$ cat src/rtl/sua_pkg.sv
// Package with the operator codes, payload types and queue entry type of the 64-bit ALU.
package sua_pkg;

    localparam int DataWidth = 64;
    localparam int FifoDepthDefault = 4;
    localparam int DivSteps = 64;

    typedef enum logic [3:0] {
        OP_MUL = 4'd0,
        OP_DIV = 4'd1,
        OP_MOD = 4'd2,
        OP_ADD = 4'd3,
        OP_SUB = 4'd4,
        OP_SHL = 4'd5,
        OP_SHR = 4'd6,
        OP_LT  = 4'd7,
        OP_GT  = 4'd8,
        OP_LE  = 4'd9,
        OP_GE  = 4'd10,
        OP_EQ  = 4'd11,
        OP_NE  = 4'd12,
        OP_AND = 4'd13,
        OP_XOR = 4'd14,
        OP_OR  = 4'd15
    } op_t;

    typedef enum logic [1:0] {
        ERR_NONE  = 2'd0,
        ERR_DIV0  = 2'd1,
        ERR_SHIFT = 2'd2
    } err_t;

    typedef struct packed {
        logic [3:0]           mode;
        logic [DataWidth-1:0] a_value;
        logic                 a_unsigned;
        logic [DataWidth-1:0] b_value;
        logic                 b_unsigned;
        logic                 evaluate;
    } req_t;

    typedef struct packed {
        logic [DataWidth-1:0] result_value;
        logic                 result_unsigned;
        logic [1:0]           error_code;
    } rsp_t;

    // Classified request held in the queue between front and back.
    typedef struct packed {
        logic                 use_div;
        logic                 want_rem;
        logic                 neg_q;
        logic                 neg_r;
        logic [DataWidth-1:0] num;
        logic [DataWidth-1:0] den;
        rsp_t                 fixed;
    } work_t;

endpackage

$ cat src/rtl/sua_queue.sv
// Small request queue decoupling the front end from the back end.
module sua_queue
    import sua_pkg::*;
#(
    parameter int Depth = FifoDepthDefault
)
(
    input  logic  clk,
    input  logic  rst_n,
    input  work_t wr_data,
    input  logic  wr_valid,
    output logic  wr_ready,
    output work_t rd_data,
    output logic  rd_valid,
    input  logic  rd_ready
);

    localparam int Aw = (Depth > 1) ? $clog2(Depth) : 1;

    work_t mem [Depth];
    logic [Aw-1:0] wp_reg, rp_reg;
    logic [Aw:0]   cnt_reg;
    logic wr_go, rd_go;

    assign wr_ready = cnt_reg != Depth[Aw:0];
    assign rd_valid = cnt_reg != '0;
    assign rd_data  = mem[rp_reg];
    assign wr_go    = wr_valid & wr_ready;
    assign rd_go    = rd_valid & rd_ready;

    always_ff @(posedge clk or negedge rst_n)
    begin
        if (!rst_n)
        begin
            wp_reg  <= '0;
            rp_reg  <= '0;
            cnt_reg <= '0;
        end
        else
        begin
            if (wr_go)
                wp_reg <= (wp_reg == Aw'(Depth - 1)) ? '0 : wp_reg + 1'b1;
            if (rd_go)
                rp_reg <= (rp_reg == Aw'(Depth - 1)) ? '0 : rp_reg + 1'b1;
            cnt_reg <= cnt_reg + {{Aw{1'b0}}, wr_go} - {{Aw{1'b0}}, rd_go};
        end
    end

    always_ff @(posedge clk)
    begin
        if (wr_go)
            mem[wp_reg] <= wr_data;
    end

endmodule

$ cat config.mk
export PLATFORM = sky130hd
export DESIGN_NAME = sua_queue
export DESIGN_NICKNAME = d
export VERILOG_FILES = /design/src/rtl/sua_pkg.sv /design/src/rtl/sua_queue.sv
export SDC_FILE = /design/constraint.sdc
export NUM_CORES = 1
export LEC_CHECK = 0
export BUFFER_PORTS_ARGS = -buffer_cell sky130_fd_sc_hd__buf_2
export CORE_ASPECT_RATIO = 1.5
export CORE_MARGIN = 10
export CORE_UTILIZATION = 30
export DETAILED_ROUTE_END_ITERATION = 16
export PLACE_DENSITY = 0.58
export SKIP_CTS_REPAIR_TIMING = 1
export SYNTH_ARGS = -nofsm -noshare
export SYNTH_HDL_FRONTEND = slang
export SYNTH_SLANG_ARGS = --single-unit
$ cat constraint.sdc
create_clock -name clk -period 8.6 [get_ports clk]
set_input_delay 0.86 -clock clk [delete_from_list [all_inputs] [get_ports clk]]
set_output_delay 0.86 -clock clk [all_outputs]
set_load 0.005 [all_outputs]
==> summary by stage <==
Timing
For the final routed database, the setup TNS stands at 0 ns. The count of endpoints failing setup in the final report is 0. Setup repair after global routing left no endpoint under its margin. The number of slew-limit violations in the final report is 0. Timing would allow up to roughly 250 MHz. At the pin with the least slew margin, the transition time is just under 1 ns. The total count of hold-check failures in the final report is 0. The worst relative slew slack is 34.2%. For the final database, setup skew stands at between 0.02 and 0.03 ns. The time the worst path needs with I/O delays and setup is slightly above 4 ns.

The slack of the critical path is 4.55 ns. The ratio of final minimum period to clock period is around 47%.

Power and ir drop
The switching power is approximately 0.0034 W. The clock network power share is 27.4%. The sequential share of power is between 40% and 50%. The leakage power is 11.6 nW.

The internal power of the cells totals 0.00855 W. For this design the ratio of total power to cell area is roughly 340 nW/µm². The switching power as a share of total power is between 20% and 30%. In this run, the combinational gates consume 27.2% of the power.

The worst-case vdd ir drop is around 0.22 mV.

Floorplan
The floorplan step set the die width to 275 µm. The floorplan step defined a core boundary enclosing 96900 µm². Once the floorplan was initialized, standard cells occupied 30.1% of the core. The standard-cell row count is 140.

The floorplan step defined a die boundary enclosing around 110000 µm². 404 I/O pins were placed. The die is 402 µm tall.

Status
The run finished with clean final reports.

Synthesis
During synthesis, Yosys emitted a total of 0 warnings. Among all cell types in the netlist, the one instantiated most often is edfxtp_1. The number of library cell types mapped by synthesis is 20.

The mapped netlist covers 29200 µm². The mean cell area of the mapped netlist is ~27 µm². Sorting the synthesized cells by area gives the leading types as edfxtp_1 82%, mux4_2 15%, buf_6 0.81%. Of the post-synthesis cell area, the dominant cell type holds between 80% and 90%.

The synthesized design contains roughly 800 register bits. By count the netlist is led by 796 x edfxtp_1, 199 x mux4_2, 21 x buf_6, 15 x buf_1. Sequential elements use 82.5% of the synthesized area. The net count after synthesis is approximately 1300.

In the synthesized netlist, the number of instances is roughly 1100. The async set-reset flop share out of synthesis is less than 1%. The biggest area consumer among synthesized cells is edfxtp_1. In this run, synthesis inferred between 700 and 800 flip-flops with an integrated enable. The dominant register cell in the synthesized netlist is edfxtp_1.

Place
The HPWL reported at the end of detailed placement is between 40 and 50 mm. At the placement stage, the worst setup path has a slack of 5.12 ns. The count of buffers from port buffering is 403. Including well taps, the total number of placed cells is between 2000 and 3000. At the end of routability-driven placement, the weighted congestion stood at ~0.71.

After detailed placement, the total cell area comes to 32600 µm².

Final layout
The multi-input combinational cells in the finished layout cover a total of ~4700 µm². The flip-flop count of the largest register, all copies and words added is a little under 800. The layout overhead on the synthesized area is 20.4%. The fill cell total of the finished layout is around 9000. Summing all flip-flop and latch instances after layout gives 24100 µm².

The finished cells cover roughly 35000 µm². The fraction of layout cells with a size suffix above 1 is 46.0%. For this run, the post-layout net count is around 1700.

The filler-free cell count of the finished design is roughly 2900. Cells fill ~36% of the core in the end.

CTS
The number of buffers on the longest clock path is 3. The tree is rooted in a clkbuf_16. The count of H-tree levels built during CTS is 3. The number of clock sinks seen by CTS is roughly 800. TritonCTS built the clock tree. TritonCTS created 77 clock buffers. After clock tree synthesis, the clock-pin slew on the worst setup and hold paths is ~0.060 ns. Clock latency on the worst-skew pair, taken at its later pin, is between 0.6 and 0.7 ns.

Worst hold path
The terminating pin of the worst hold path is mem[3][192]. The worst hold path begins at wr_data[192]. The min-delay analysis places its worst path in the category in2reg. Counting instances, the worst hold path has a depth of 1.

Setup path
The largest driver fanout on the critical path is slightly above 80. The largest stage delay on the critical path is approximately 0.95 ns. The depth of the worst register-to-register path is 3. In this run the critical register-to-register path is launched from cnt_reg[2].

The signal on the critical path passes through buf_12, mux4_2, buf_2. The required time at the worst-slack endpoint is 7.74 ns. The setup path with the least slack is of type reg2out. The launch point of the worst path is rp_reg[0]. The slowest stage of the critical path is the dfrtp_4 cell. The register-to-register setup slack is around 6.1 ns. In this run the critical register-to-register path is captured at mem[3][46]. The critical path endpoint category is an output pin. The kind of start point of the critical path is a flop. The data arrival at the endpoint of the critical path is 3.19 ns.

Drt
The number of design-rule violations left by the first detailed-router iteration is just under 900. The number of iterations in the first detailed-routing pass is 4. The final routed wirelength across all metal layers is around 64 mm. The post-detailed-route via-to-cell ratio is roughly 4.5. After detailed routing, the average wire length per cell comes to about 22 µm.

The routed layout has roughly 13000 vias. For this run, design rule violations remaining after detail routing come to 0. The final antenna-violating net count is 0.

Global route
The initial antenna violation count came to 27. The pin count of the biggest net entering global routing is about 120. The overall global routing resource usage is 11.5%. For this run the aggregate overflow at the end of global routing stands at 0. The via count of the first global-routing pass is approximately 14000. The first global-routing pass estimated between 90 and 100 mm of wire.

Job
The reported max-cap violation count is 0.
## routing by layer
metal  up-vias  global-route usage, %  share of wire (%)
met1      6829                   13.0                 37
met2       413                   19.4                 51
met3       131                   4.42                8.3
met4        30                   4.58                2.9
li1       5592                      -                  -
met5         -                      0               0.26
## per-stage QoR
stage	total power [W]	hold WS [ns]
3_5_place_dp	0.00888	0.500
2_1_floorplan	0.00746	0.453
6_report	0.0119	0.431
5_1_grt	0.0125	0.379
3_3_place_gp	0.00882	0.470
4_1_cts	0.0122	-0.0373
## final cells by class
type / instances / area share (%)
Sequential cell: 803 / 68.6
Inverter: 7 / 0.0748
Clock inverter: 46 / 1.25
Clock buffer: 93 / 5.72
Multi-Input combinational cell: 223 / 13.5
Tap cell: 1278 / 4.55
Antenna cell: 8 / 0.0570
Timing Repair Buffer: 416 / 6.28
## critical path: cells and delay by family (launching register included)
kind / cells / cell delay (ns)
DFF: 1 / 0.95
buffers and inverters: 2 / 0.69
muxes: 1 / 0.63
## power by group through the flow
stage	clock (W)	combinational [W]	sequential (W)
2_1_floorplan	0	0.00205	0.00541
3_3_place_gp	0	0.00336	0.00546
3_5_place_dp	0	0.00337	0.00551
4_1_cts	0.00339	0.00339	0.00543
5_1_grt	0.00353	0.00352	0.00548
6_report	0.00326	0.00324	0.00541
## how the worst max path moves through the flow
stage	to	slack, ns
5_1_grt	rd_data[135]	4.29
3_3_place_gp	rd_data[138]	5.12
4_1_cts	rd_data[138]	4.36
3_5_place_dp	rd_data[138]	5.12
2_1_floorplan	mem[0][0]	4.86
6_report	rd_data[129]	4.55
## cell families (layout without fill, tap and decap cells)
kind of cell             after synthesis  after routing  synth area share (%)
XOR/XNOR                               2              2                0.0601
other                                  0              8                     0
buffers and inverters                 52            562                  1.24
AND/OR/NAND/NOR                       10             10                 0.236
multiplexers                         203            203                  15.5
flip-flops                           803            803                  82.5
adder cells (fa/ha/maj)                8              8                 0.369
## placed cells by master (no fill, tap or decap)
cell type	count
clkbuf_16	78
or3_2	1
buf_2	403
inv_1	7
ha_1	7
dfrtp_4	2
buf_12	7
mux2_2	2
dlygate4sd3_1	1
clkinv_4	2
inv_6	2
or3b_4	1
clkinv_1	20
and3_4	4
clkinv_8	3
clkinvlp_4	4
clkinv_2	8
mux4_2	199
fa_1	1
bufinv_16	6
nor2_1	2
dfrtp_1	5
and2_4	1
buf_4	5
edfxtp_1	796
clkinv_16	1
nand2_1	1
mux2_4	2
diode_2	8
clkbuf_1	15
xnor2_1	2
No activity file was read; power rests on OpenSTA's default activity.
